## config.mk

```make
export PLATFORM = sky130hd
export DESIGN_NAME = se_kernel_covariance_grad
export DESIGN_NICKNAME = d
export VERILOG_FILES = /design/src/rtl/core/sekcg_pkg.sv /design/src/rtl/core/sekcg_mul.sv /design/src/rtl/core/sekcg_div.sv /design/src/rtl/core/se_kernel_covariance_grad.sv
export SDC_FILE = /design/constraint.sdc
export NUM_CORES = 2
export LEC_CHECK = 0
export BUFFER_PORTS_ARGS = -buffer_cell sky130_fd_sc_hd__buf_4
export CELL_PAD_IN_SITES_DETAIL_PLACEMENT = 0
export CELL_PAD_IN_SITES_GLOBAL_PLACEMENT = 1
export CORE_AREA = 2 2 576 578
export CTS_BUF_LIST = sky130_fd_sc_hd__clkbuf_4 sky130_fd_sc_hd__clkbuf_8
export DETAILED_ROUTE_END_ITERATION = 7
export DIE_AREA = 0 0 578 580
export PLACE_DENSITY = 0.57
export SETUP_SLACK_MARGIN = 0.15
export SLEW_MARGIN = 20
export SYNTH_ARGS = -nofsm -noshare
export SYNTH_HDL_FRONTEND = slang
export SYNTH_SLANG_ARGS = --single-unit
```

## constraint.sdc

```tcl
create_clock -name aclk -period 17.2 [get_ports aclk]
set_input_delay 3.44 -clock aclk [delete_from_list [all_inputs] [get_ports aclk]]
set_output_delay 3.44 -clock aclk [all_outputs]
set_load 0.02 [all_outputs]
```

## src/rtl/core/sekcg_pkg.sv

```systemverilog
// ----------------------------------------------------------------------------
// sekcg_pkg: shared types and constants of the kernel element engine
// Payload structs, divider handshake structs, fixed-point constants, exp table.
// ----------------------------------------------------------------------------
package sekcg_pkg;

    localparam logic [1:0] CFG_LENGTH_SCALE   = 2'd0;
    localparam logic [1:0] CFG_VERTICAL_SCALE = 2'd1;
    localparam logic [1:0] CFG_NOISE_LEVEL    = 2'd2;

    localparam logic [30:0] LENGTH_RESET   = 31'd16777216;
    localparam logic [30:0] VERTICAL_RESET = 31'd16777216;
    localparam logic [30:0] NOISE_RESET    = 31'd1677722;

    localparam logic [24:0] ONE24  = 25'd16777216;
    localparam logic [30:0] ONE30  = 31'd1073741824;
    localparam logic [31:0] SAT32  = 32'h7FFF_FFFF;
    localparam logic [29:0] X_CAP  = 30'h3FFF_FFFF;
    localparam logic [4:0]  EXP_BITS = 5'd29;
    localparam logic [4:0]  DIV_ITERS_X = 5'd30;
    localparam logic [4:0]  DIV_ITERS_L = 5'd31;

    typedef struct packed {
        logic signed [31:0] feature_a;
        logic signed [31:0] feature_b;
        logic               last_feature;
        logic [15:0]        point_row;
        logic [15:0]        point_col;
    } in_item_t;

    typedef struct packed {
        logic signed [31:0] covariance;
        logic signed [31:0] grad_vertical;
        logic signed [31:0] grad_length;
    } out_item_t;

    typedef struct packed {
        logic        start;
        logic [61:0] rem_init;
        logic [30:0] low;
        logic [4:0]  iters;
        logic [61:0] den;
    } div_req_t;

    typedef struct packed {
        logic        done;
        logic [30:0] quot;
    } div_rsp_t;

    // exp(-2^(i-24)) in Q.30
    function automatic logic [30:0] exp_tab(input logic [4:0] idx);
        logic [30:0] v;
        unique case (idx)
            5'd0:  v = 31'd1073741760;
            5'd1:  v = 31'd1073741696;
            5'd2:  v = 31'd1073741568;
            5'd3:  v = 31'd1073741312;
            5'd4:  v = 31'd1073740800;
            5'd5:  v = 31'd1073739776;
            5'd6:  v = 31'd1073737728;
            5'd7:  v = 31'd1073733632;
            5'd8:  v = 31'd1073725440;
            5'd9:  v = 31'd1073709056;
            5'd10: v = 31'd1073676290;
            5'd11: v = 31'd1073610760;
            5'd12: v = 31'd1073479712;
            5'd13: v = 31'd1073217664;
            5'd14: v = 31'd1072693760;
            5'd15: v = 31'd1071646719;
            5'd16: v = 31'd1069555701;
            5'd17: v = 31'd1065385899;
            5'd18: v = 31'd1057095000;
            5'd19: v = 31'd1040706261;
            5'd20: v = 31'd1008687096;
            5'd21: v = 31'd947573834;
            5'd22: v = 31'd836230973;
            5'd23: v = 31'd651257337;
            5'd24: v = 31'd395007542;
            5'd25: v = 31'd145315154;
            5'd26: v = 31'd19666267;
            5'd27: v = 31'd360200;
            5'd28: v = 31'd121;
            default: v = 31'd0;
        endcase
        return v;
    endfunction

endpackage

```

## src/rtl/core/sekcg_mul.sv

```systemverilog
// ----------------------------------------------------------------------------
// sekcg_mul: shared registered multiplier
// Unsigned 33 x 33 product, registered: available in the cycle after the operands.
// ----------------------------------------------------------------------------
module sekcg_mul (
    input  logic        aclk,
    input  logic [32:0] op_a,
    input  logic [32:0] op_b,
    output logic [65:0] prod
);

    logic [65:0] prod_reg;
    logic [65:0] prod_next;

    // product of the current operands
    assign prod_next = op_a * op_b;

    always_ff @(posedge aclk) begin
        prod_reg <= prod_next;
    end

    assign prod = prod_reg;

endmodule

```

## src/rtl/core/sekcg_div.sv

```systemverilog
// ----------------------------------------------------------------------------
// sekcg_div: iterative restoring divider
// One quotient bit per cycle; remainder starts below the divisor.
// ----------------------------------------------------------------------------
module sekcg_div (
    input  logic                aclk,
    input  logic                aresetn,
    input  sekcg_pkg::div_req_t req,
    output sekcg_pkg::div_rsp_t rsp
);

    logic [61:0] rem_reg,  rem_next;
    logic [30:0] low_reg,  low_next;
    logic [30:0] quot_reg, quot_next;
    logic [61:0] den_reg,  den_next;
    logic [4:0]  cnt_reg,  cnt_next;
    logic        busy_reg, busy_next;
    logic        done_reg, done_next;
    logic [62:0] shifted;
    logic [62:0] reduced;
    logic        fits;

    // one shift and trial subtract
    assign shifted = {rem_reg, low_reg[30]};
    assign reduced = shifted - {1'b0, den_reg};
    assign fits    = shifted >= {1'b0, den_reg};

    always_comb begin
        rem_next  = rem_reg;
        low_next  = low_reg;
        quot_next = quot_reg;
        den_next  = den_reg;
        cnt_next  = cnt_reg;
        busy_next = busy_reg;
        done_next = 1'b0;
        if (req.start) begin
            rem_next  = req.rem_init;
            low_next  = req.low;
            quot_next = '0;
            den_next  = req.den;
            cnt_next  = req.iters;
            busy_next = 1'b1;
        end else if (busy_reg) begin
            rem_next  = fits ? reduced[61:0] : shifted[61:0];
            low_next  = {low_reg[29:0], 1'b0};
            quot_next = {quot_reg[29:0], fits};
            cnt_next  = cnt_reg - 5'd1;
            if (cnt_reg == 5'd1) begin
                busy_next = 1'b0;
                done_next = 1'b1;
            end
        end
    end

    always_ff @(posedge aclk) begin
        if (!aresetn) begin
            busy_reg <= 1'b0;
            done_reg <= 1'b0;
        end else begin
            busy_reg <= busy_next;
            done_reg <= done_next;
        end
        rem_reg  <= rem_next;
        low_reg  <= low_next;
        quot_reg <= quot_next;
        den_reg  <= den_next;
        cnt_reg  <= cnt_next;
    end

    assign rsp.done = done_reg;
    assign rsp.quot = quot_reg;

endmodule

```

## src/rtl/core/se_kernel_covariance_grad.sv

```systemverilog
// ----------------------------------------------------------------------------
// se_kernel_covariance_grad: squared-exponential kernel element engine
// Accumulates squared feature differences, then emits covariance and the
// vertical-scale and lengthscale gradients in Q8.24.
// ----------------------------------------------------------------------------
// A feature transaction without the last mark is squared on the shared
// multiplier, then accumulated. A marked transaction runs the L^2 product, a
// 30-step divide for the exponent, three table-driven exp evaluations of up
// to 29 multiply steps each on the one shared multiplier, five gradient
// products and a 31-step divide for the lengthscale gradient. The result
// sits in an output register, so the next pair is taken while it waits;
// s_ready is low while an item is in work.
module se_kernel_covariance_grad (
    input  logic                 aclk,
    input  logic                 aresetn,
    input  logic                 s_valid,
    output logic                 s_ready,
    input  sekcg_pkg::in_item_t  s_data,
    output logic                 m_valid,
    input  logic                 m_ready,
    output sekcg_pkg::out_item_t m_data,
    input  logic                 cfg_we,
    input  logic [1:0]           cfg_index,
    input  logic [30:0]          cfg_wdata
);

    typedef enum logic [4:0] {
        ST_IDLE, ST_SQ, ST_DEN, ST_WAITX, ST_EXP_INIT, ST_EXP_STEP, ST_EXP_MUL,
        ST_P_COV, ST_P_GV, ST_P_Q1, ST_P_Q1W, ST_P_Q, ST_P_QW, ST_P_P, ST_P_PW,
        ST_WAITL, ST_FIN
    } state_t;

    typedef enum logic [1:0] {EXP_X, EXP_V, EXP_L} exp_sel_t;

    state_t   state_reg, state_next;
    exp_sel_t sel_reg,   sel_next;

    logic [30:0] len_reg,   len_next;
    logic [30:0] vert_reg,  vert_next;
    logic [30:0] noise_reg, noise_next;
    logic [47:0] acc_reg,   acc_next;
    logic        last_reg,  last_next;
    logic        diag_reg,  diag_next;
    logic [29:0] x_reg,     x_next;
    logic [30:0] eacc_reg,  eacc_next;
    logic [4:0]  ebit_reg,  ebit_next;
    logic [24:0] ex_reg,    ex_next;
    logic [24:0] ev_reg,    ev_next;
    logic [24:0] el_reg,    el_next;
    logic [31:0] cov_reg,   cov_next;
    logic [31:0] gv_reg,    gv_next;
    logic [31:0] gl_reg,    gl_next;
    logic [29:0] q_reg,     q_next;
    logic        mv_reg,    mv_next;
    sekcg_pkg::out_item_t md_reg, md_next;

    logic [32:0] diff, mag;
    logic [32:0] op_a, op_b;
    logic [65:0] prod;
    logic [65:0] rnd24_sum;
    logic [61:0] rnd30_sum;
    logic [48:0] acc_sum;
    logic [30:0] lraw;
    logic [30:0] exp_arg;
    logic [24:0] exp_res;
    logic        exp_fin;
    logic [32:0] cov_sum;
    logic [61:0] num;
    logic [64:0] xnum;
    sekcg_pkg::div_req_t div_req;
    sekcg_pkg::div_rsp_t div_rsp;

    sekcg_mul u_mul (
        .aclk (aclk),
        .op_a (op_a),
        .op_b (op_b),
        .prod (prod)
    );

    sekcg_div u_div (
        .aclk    (aclk),
        .aresetn (aresetn),
        .req     (div_req),
        .rsp     (div_rsp)
    );

    // difference magnitude of the incoming pair
    assign diff = {s_data.feature_a[31], s_data.feature_a}
                - {s_data.feature_b[31], s_data.feature_b};
    assign mag  = diff[32] ? (33'd0 - diff) : diff;

    // rounding of the registered product
    assign rnd24_sum = prod + 66'd8388608;
    assign rnd30_sum = prod[61:0] + 62'd536870912;

    assign acc_sum = {1'b0, acc_reg} + {8'd0, rnd24_sum[64:24]};
    assign lraw    = (len_reg == 31'd0) ? 31'd1 : len_reg;
    assign xnum    = {acc_reg, 17'd0};
    assign num     = {prod[60:0], 1'b0};
    // noise only on the diagonal
    assign cov_sum = {2'b0, rnd24_sum[54:24]} + {2'b0, (diag_reg ? noise_reg : 31'd0)};

    // operand of the exp sequence
    always_comb begin
        unique case (sel_reg)
            EXP_X:   exp_arg = {1'b0, x_reg};
            EXP_V:   exp_arg = vert_reg;
            EXP_L:   exp_arg = lraw;
            default: exp_arg = lraw;
        endcase
    end

    assign s_ready = (state_reg == ST_IDLE);

    // sequencer
    always_comb begin
        state_next = state_reg;
        sel_next   = sel_reg;
        len_next   = len_reg;
        vert_next  = vert_reg;
        noise_next = noise_reg;
        acc_next   = acc_reg;
        last_next  = last_reg;
        diag_next  = diag_reg;
        x_next     = x_reg;
        eacc_next  = eacc_reg;
        ebit_next  = ebit_reg;
        ex_next    = ex_reg;
        ev_next    = ev_reg;
        el_next    = el_reg;
        cov_next   = cov_reg;
        gv_next    = gv_reg;
        gl_next    = gl_reg;
        q_next     = q_reg;
        mv_next    = mv_reg;
        md_next    = md_reg;
        op_a       = '0;
        op_b       = '0;
        exp_fin    = 1'b0;
        exp_res    = '0;
        div_req    = '0;

        // configuration writes
        if (cfg_we) begin
            unique case (cfg_index)
                sekcg_pkg::CFG_LENGTH_SCALE:   len_next   = cfg_wdata;
                sekcg_pkg::CFG_VERTICAL_SCALE: vert_next  = cfg_wdata;
                sekcg_pkg::CFG_NOISE_LEVEL:    noise_next = cfg_wdata;
                default: ;
            endcase
        end

        // output register drains
        if (mv_reg && m_ready) begin
            mv_next = 1'b0;
        end

        unique case (state_reg)
            ST_IDLE: begin
                op_a = mag;
                op_b = mag;
                if (s_valid) begin
                    last_next  = s_data.last_feature;
                    diag_next  = (s_data.point_row == s_data.point_col);
                    state_next = ST_SQ;
                end
            end
            ST_SQ: begin
                acc_next = acc_sum[48] ? '1 : acc_sum[47:0];
                op_a     = {2'b0, lraw};
                op_b     = {2'b0, lraw};
                state_next = last_reg ? ST_DEN : ST_IDLE;
            end
            ST_DEN: begin
                sel_next = EXP_X;
                if (xnum >= {3'b0, prod[61:0]}) begin
                    x_next     = sekcg_pkg::X_CAP;
                    state_next = ST_EXP_INIT;
                end else begin
                    div_req.start    = 1'b1;
                    div_req.rem_init = xnum[61:0];
                    div_req.low      = '0;
                    div_req.iters    = sekcg_pkg::DIV_ITERS_X;
                    div_req.den      = prod[61:0];
                    state_next       = ST_WAITX;
                end
            end
            ST_WAITX: begin
                if (div_rsp.done) begin
                    x_next     = div_rsp.quot[29:0];
                    state_next = ST_EXP_INIT;
                end
            end
            ST_EXP_INIT: begin
                eacc_next = sekcg_pkg::ONE30;
                ebit_next = '0;
                if (exp_arg[30:29] != 2'b0) begin
                    exp_fin = 1'b1;
                    exp_res = '0;
                end else begin
                    state_next = ST_EXP_STEP;
                end
            end
            ST_EXP_STEP: begin
                if (ebit_reg == sekcg_pkg::EXP_BITS) begin
                    exp_fin = 1'b1;
                    exp_res = 25'((eacc_reg + 31'd32) >> 6);
                end else if (exp_arg[ebit_reg]) begin
                    op_a       = {2'b0, eacc_reg};
                    op_b       = {2'b0, sekcg_pkg::exp_tab(ebit_reg)};
                    state_next = ST_EXP_MUL;
                end else begin
                    ebit_next = ebit_reg + 5'd1;
                end
            end
            ST_EXP_MUL: begin
                eacc_next  = rnd30_sum[60:30];
                ebit_next  = ebit_reg + 5'd1;
                state_next = ST_EXP_STEP;
            end
            ST_P_COV: begin
                op_a       = {2'b0, vert_reg};
                op_b       = {8'd0, ex_reg};
                state_next = ST_P_GV;
            end
            ST_P_GV: begin
                cov_next   = cov_sum[32:31] != 2'b0 ? sekcg_pkg::SAT32 : cov_sum[31:0];
                op_a       = {8'd0, ex_reg};
                op_b       = {8'd0, sekcg_pkg::ONE24 - ev_reg};
                state_next = ST_P_Q1;
            end
            ST_P_Q1: begin
                gv_next    = {7'd0, rnd24_sum[48:24]};
                op_a       = {3'b0, x_reg};
                op_b       = {8'd0, ex_reg};
                state_next = ST_P_Q1W;
            end
            ST_P_Q1W: begin
                q_next     = rnd24_sum[53:24];
                state_next = ST_P_Q;
            end
            ST_P_Q: begin
                op_a       = {3'b0, q_reg};
                op_b       = {8'd0, sekcg_pkg::ONE24 - el_reg};
                state_next = ST_P_QW;
            end
            ST_P_QW: begin
                q_next     = rnd24_sum[53:24];
                state_next = ST_P_P;
            end
            ST_P_P: begin
                op_a       = {3'b0, q_reg};
                op_b       = {2'b0, vert_reg};
                state_next = ST_P_PW;
            end
            ST_P_PW: begin
                if (num[61:31] >= lraw) begin
                    gl_next    = sekcg_pkg::SAT32;
                    state_next = ST_FIN;
                end else begin
                    div_req.start    = 1'b1;
                    div_req.rem_init = {31'd0, num[61:31]};
                    div_req.low      = num[30:0];
                    div_req.iters    = sekcg_pkg::DIV_ITERS_L;
                    div_req.den      = {31'd0, lraw};
                    state_next       = ST_WAITL;
                end
            end
            ST_WAITL: begin
                if (div_rsp.done) begin
                    gl_next    = {1'b0, div_rsp.quot};
                    state_next = ST_FIN;
                end
            end
            ST_FIN: begin
                if (!mv_reg || m_ready) begin
                    md_next.covariance    = cov_reg;
                    md_next.grad_vertical = gv_reg;
                    md_next.grad_length   = gl_reg;
                    mv_next               = 1'b1;
                    acc_next              = '0;
                    state_next            = ST_IDLE;
                end
            end
            default: state_next = ST_IDLE;
        endcase

        // store an exp result and move to the next argument
        if (exp_fin) begin
            unique case (sel_reg)
                EXP_X: begin
                    ex_next    = exp_res;
                    sel_next   = EXP_V;
                    state_next = ST_EXP_INIT;
                end
                EXP_V: begin
                    ev_next    = exp_res;
                    sel_next   = EXP_L;
                    state_next = ST_EXP_INIT;
                end
                default: begin
                    el_next    = exp_res;
                    state_next = ST_P_COV;
                end
            endcase
        end
    end

    always_ff @(posedge aclk) begin
        if (!aresetn) begin
            state_reg <= ST_IDLE;
            sel_reg   <= EXP_X;
            len_reg   <= sekcg_pkg::LENGTH_RESET;
            vert_reg  <= sekcg_pkg::VERTICAL_RESET;
            noise_reg <= sekcg_pkg::NOISE_RESET;
            acc_reg   <= '0;
            mv_reg    <= 1'b0;
        end else begin
            state_reg <= state_next;
            sel_reg   <= sel_next;
            len_reg   <= len_next;
            vert_reg  <= vert_next;
            noise_reg <= noise_next;
            acc_reg   <= acc_next;
            mv_reg    <= mv_next;
        end
        last_reg <= last_next;
        diag_reg <= diag_next;
        x_reg    <= x_next;
        eacc_reg <= eacc_next;
        ebit_reg <= ebit_next;
        ex_reg   <= ex_next;
        ev_reg   <= ev_next;
        el_reg   <= el_next;
        cov_reg  <= cov_next;
        gv_reg   <= gv_next;
        gl_reg   <= gl_next;
        q_reg    <= q_next;
        md_reg   <= md_next;
    end

    assign m_valid = mv_reg;
    assign m_data  = md_reg;

endmodule

```

# After elaboration in Yosys (flattened, before gate mapping)

Memory sizes are Yosys's and may differ from the RTL's. A register that Yosys moved wholly into a read port is not among the register bits.
Index checks and enable logic that the tools add are counted.

Memories: 1
Word-level logic and storage cells: 184
Register bits after elaboration: 758
Memory bits (read-only): 960
Bits of input ports: 135
Output and inout port bits: 98

Memories:

| name             | words | width | rd ports | clocked after memory_dff | wr ports | RTL line        | text |
|---|---|---|---|---|---|---|---|
| (name not given) | 32    | 30    | 1        | 1                        | 0        | sekcg_pkg.sv:53 | `unique case (idx)` |

Mux-type cells: 64
Reduce and logical (&&, ||, !) cells: 33
Bitwise gates (word level): 3
$mul: 1
$add $sub $neg: 12
Equality and inequality tests: 36
Order comparisons: 4

Operator list:

| operator                 | number |
|---|---|
| $pmux W33 S7             | 2 |
| $mux W161                | 2 |
| $pmux W161 S2            | 1 |
| $mux W31                 | 8 |
| $mux W62                 | 3 |
| $pmux W31 S2             | 2 |
| $mux W48                 | 2 |
| $pmux W48 S2             | 1 |
| $pmux W5 S17             | 1 |
| $mux W5                  | 14 |
| $add A65 B24 Y65 const B | 1 |
| $ge A65 B62 Y1           | 1 |
| $mul A33 B33 Y65         | 1 |
| $mux W32                 | 2 |
| $pmux W32 S2             | 1 |
| $ge A63 B62 Y1           | 1 |
| $sub A62 B62 Y62         | 1 |
| $add A61 B30 Y61 const B | 1 |
| $mux W30                 | 2 |
| $pmux W30 S2             | 1 |
| $mux W25                 | 2 |
| $sub A25 B25 Y25 const A | 2 |
| $add A48 B41 Y49         | 1 |
| $eq A5 B4 Y1 const B     | 8 |
| other kinds (41)         | 92 |

# Depth between registers and ports, before layout

Depth after elaboration: 9
Gate-level depth with buffers: 47
Depth with buffers taken out: 41

# By module

From an unflattened synthesis, not the netlist that was laid out.

Cells, all modules: 8945
Area, all modules: 82634.3 um^2

Modules (own cells, without submodules):

| module                    | seq. area each (um^2) | area each (um^2) | instances | cells each |
|---|---|---|---|---|
| sekcg_mul                 | 1321.3                | 37113.1          | 1         | 4124 |
| se_kernel_covariance_grad | 14063.5               | 33726.1          | 1         | 3657 |
| sekcg_div                 | 5465.2                | 11795.1          | 1         | 1164 |

# Worst setup path before layout

No wires, ideal clock.

Path type: input to register
From: input s_data[65] (netlist name)
To: register u_mul.prod_reg[64], in the netlist u_mul.prod[64]
Path slack: 3466 ps
Cell stages on the path: 40
Setup time: 125 ps
Data arrival time: 13609 ps
Buffers on the path: 2
Required time: 17075 ps
Cells stage by stage: inv_1 ha_1 fa_1 nor2b_1 o211ai_2 a31o_2 a21o_1 xor2_1 o2111ai_2 or3_1 and4_4 or3_4 a211oi_1 buf_2 nor2_1 fa_1 fa_1 fa_1 (+4 left out) fa_1 fa_1 inv_1 fa_1 inv_1 ha_1 clkbuf_1 a211oi_1 nand2_1 a311oi_1 o22a_1 and2_1 a31oi_1 a211o_1 o311ai_0 a21boi_0 o31ai_1 xnor2_1

Cells in the longest elaborated chain, start to end: 5
Elaborated cells between the ends (all ways): 6
Those cells by class: add/sub (2); mul (1); mux (3)

RTL lines:

| element                 | RTL line                         | text |
|---|---|---|
| start: declaration      | se_kernel_covariance_grad.sv:18  | `input sekcg_pkg::in_item_t s_data,` |
| $sub A32 B32 Y33 *      | se_kernel_covariance_grad.sv:89  | `- {s_data.feature_b[31], s_data.feature_b};` |
| $sub A1 B33 Y33         | se_kernel_covariance_grad.sv:90  | `assign mag = diff[32] ? (33'd0 - diff) : diff;` |
| $mux W33 *              | se_kernel_covariance_grad.sv:90  |  |
| $pmux W33 S7            | se_kernel_covariance_grad.sv:158 | `unique case (state_reg)` |
| $mul A33 B33 Y65 *      | sekcg_mul.sv:16                  | `assign prod_next = op_a * op_b;` |
| net u_mul.prod_next[64] | sekcg_mul.sv:13                  | `logic [65:0] prod_next;` |
| end signal: assignment  | sekcg_mul.sv:19                  | `prod_reg <= prod_next;` |
| end: declaration        | sekcg_mul.sv:12                  | `logic [65:0] prod_reg;` |

Mark *: on every way through the listed nets, which the timed path passes. The rest lies on a longest branch.
A chain may end at the register's enable or synchronous reset.

# Worst setup path in the final report

From: input s_data[33] (netlist name)
To: register u_mul.prod_reg[55], in the netlist u_mul.prod[55]

Same word-level chain as after synthesis.

==> flow_summary.ini <==
[detailed_routing]
wl_um = 357000
drc = 0
drtAntennaViolNets = 0
wl_per_cell_um = 26.3
vias_per_cell = 5.11
drt_iter0_markers = 7057
vias = 69446
firstDrtPassIters = 6

[yosys]
synth_edf_count = 508
synth_top_area_frac = 0.235
ys_ff_latch = 785
syn_area_um2 = 81800
avgSynthCellArea_um2 = 9.18
yosysSeqAreaShare = 0.254
async_flop_share = 0
synth_flop_cell = edfxtp_1
yosys_warnings = 0
ys_types = 110
yosysMostFrequentCell = inv_1
synth_largest_area_cell = fa_1
syn_inst = 8916
synth_commonest_cells = inv_1 (1298), nand2_1 (1011), fa_1 (961)
synth_area_leaders = fa_1 (24%), edfxtp_1 (19%), ha_1 (8.0%), dfxtp_1 (6.8%), inv_1 (6.0%)

[clocking]
cts_tree = done
cts_buffers = 140
post_cts_resize_count = 0
clk_latency_ns = 0.90
cts_max_level = 4
clockRootBuffer = clkbuf_8
clk_pin_slew_ns = 0.06
cts_hold_buffers = 0
cts_sinks = 785
clockBufferDepth = 3
post_cts_buffers = 0

[outcome]
status = finished clean

[final_layout]
largest_reg_flops = 88
drive_gt1_frac = 0.0998
seqCellArea_um2 = 20800
multiInputGateArea_um2 = 54500
n_fill_cell = 35154
syn2layout_area_growth_pct = 13.0
nets = 10702

[flow_run]
max-cap-violations = 0

[placement]
place_congestion = 0.959
hpwl_um = 281000
port_buffers = 224

[sta]
hold_violations = 0
fin_crit_ns = 15.61
final.period_utilization = 0.908
finalSetupViolCount = 0
rsz0062_at_grt = false
max_freq_mhz = 64.0
slew_viol_final = 0
worst_slew_pin_slew_ns = 1.20
worst_slew_margin_rel = 0.198
worst_clock_skew_ns = 0.0750
finalSetupTns_ns = 0

[grt]
first_global_vias = 69790
grt_pass1_wl_um = 507000
grt_antenna_before_repair = 16
overflow = 0
grt_usage = 0.208
grt_max_degree = 100

[worst_setup_path]
cp-end-kind = flop
critPathKind = input port to flop
crit_top_cell = fa_1
slowest_delay_ns = 0.85
critPathRequiredTime_ns = 17.98
critical_path_arrival_ns = 16.39
start_kind = input port
path_max_fanout = 11
crit_slowest_cell = nand3_1

[floorplan]
die_area_um2 = 335000
core_um2 = 329000
rows = 211
io_pins = 233
die_w_um = 578
die_y_um = 580
initial_utilization = 0.249

[hold_path]
worstHoldPathType = flop to flop
==> worst max-delay path, delay by kind of cell <==
family,cells,cell delay [ns]
simple gates,7,2.49
fa+ha+maj,11,5.00
xor+xnor,1,0.19
buf+inv,8,1.05
compound gates,12,4.15
==> cell type report <==
class                   instances  area share
diodes                         11    0.000298
clock buffers                 201      0.0269
clock inverters                59     0.00567
inverters                    1304      0.0530
multi-input cells            6364       0.590
flip-flops and latches        785       0.225
well taps                    4366      0.0591
repair buffers                490      0.0401
==> final timing paths <==
path | from | end | slack, ns | cells past startpoint
setup / recovery | s_data[33] | u_mul.prod[55] | 1.59 | 39
hold / removal | gv_reg[10] | m_data[42] | 0.41 | 0
setup reg to reg | state_reg[3] | u_mul.prod[55] | 3.81 | 36
hold reg to reg | gv_reg[10] | m_data[42] | 0.41 | 0
==> placed cells by master (no fill, tap or decap), types with 25 or more instances in the layout <==
master / n
a22oi_1: 42
mux2i_1: 126
a311oi_1: 27
a31oi_1: 42
nand3_1: 137
nand4_1: 73
mux2_2: 26
nand2b_1: 66
nand2_1: 1009
a21o_1: 184
nor3_1: 104
conb_1: 39
a222oi_1: 32
or3_1: 99
clkbuf_8: 157
xnor2_1: 240
nor2_1: 673
ha_1: 521
buf_4: 488
dfxtp_1: 276
and3_1: 80
o21bai_1: 36
inv_1: 1295
clkbuf_4: 44
a21oi_1: 517
fa_1: 961
o21ai_0: 424
o21ai_1: 31
o21a_1: 35
o31ai_1: 32
a22o_1: 33
a211o_1: 25
and2_1: 82
xor2_1: 112
o211ai_1: 25
nor4_1: 31
nor2b_1: 45
a211oi_1: 45
edfxtp_1: 508
==> stage by stage <==
stage	hold slack [ns]	utilization	instance area, um2	setup WS, ns	std cells
2_1_floorplan	0.400	-	82000	3.47	8953
3_3_place_gp	0.403	0.271	89400	0.947	13309
3_5_place_dp	0.405	0.272	89400	0.885	13309
4_1_cts	0.417	0.281	92400	1.83	13569
5_1_grt	0.423	0.281	92400	1.18	13571
6_report	0.414	0.281	92500	1.59	13580
==> logic make-up after synthesis <==
logic type / count (synthesis) / synth area share
AND/OR/NAND/NOR: 2538 / 0.141
buffers and inverters: 1804 / 0.0859
multiplexers: 170 / 0.0234
AO/OA/AOI/OAI: 1780 / 0.143
flip-flops: 785 / 0.254
other: 2 / 0.0000918
adder cells (fa/ha/maj): 1482 / 0.315
XOR/XNOR: 355 / 0.0381
==> metal layers <==
metal	vias to the layer above	wire [um]	share of wire	GRT usage
met5	-	55	0.00015	0
met4	8	13600	0.038	0.0710
met3	569	33500	0.094	0.0526
met2	3230	158000	0.44	0.323
met1	35534	152000	0.43	0.280
li1	30105	-	-	-
Power is left out: the tool's default activity adds up to more than one toggle a clock period on the data nets, which glitch-free logic cannot reach.
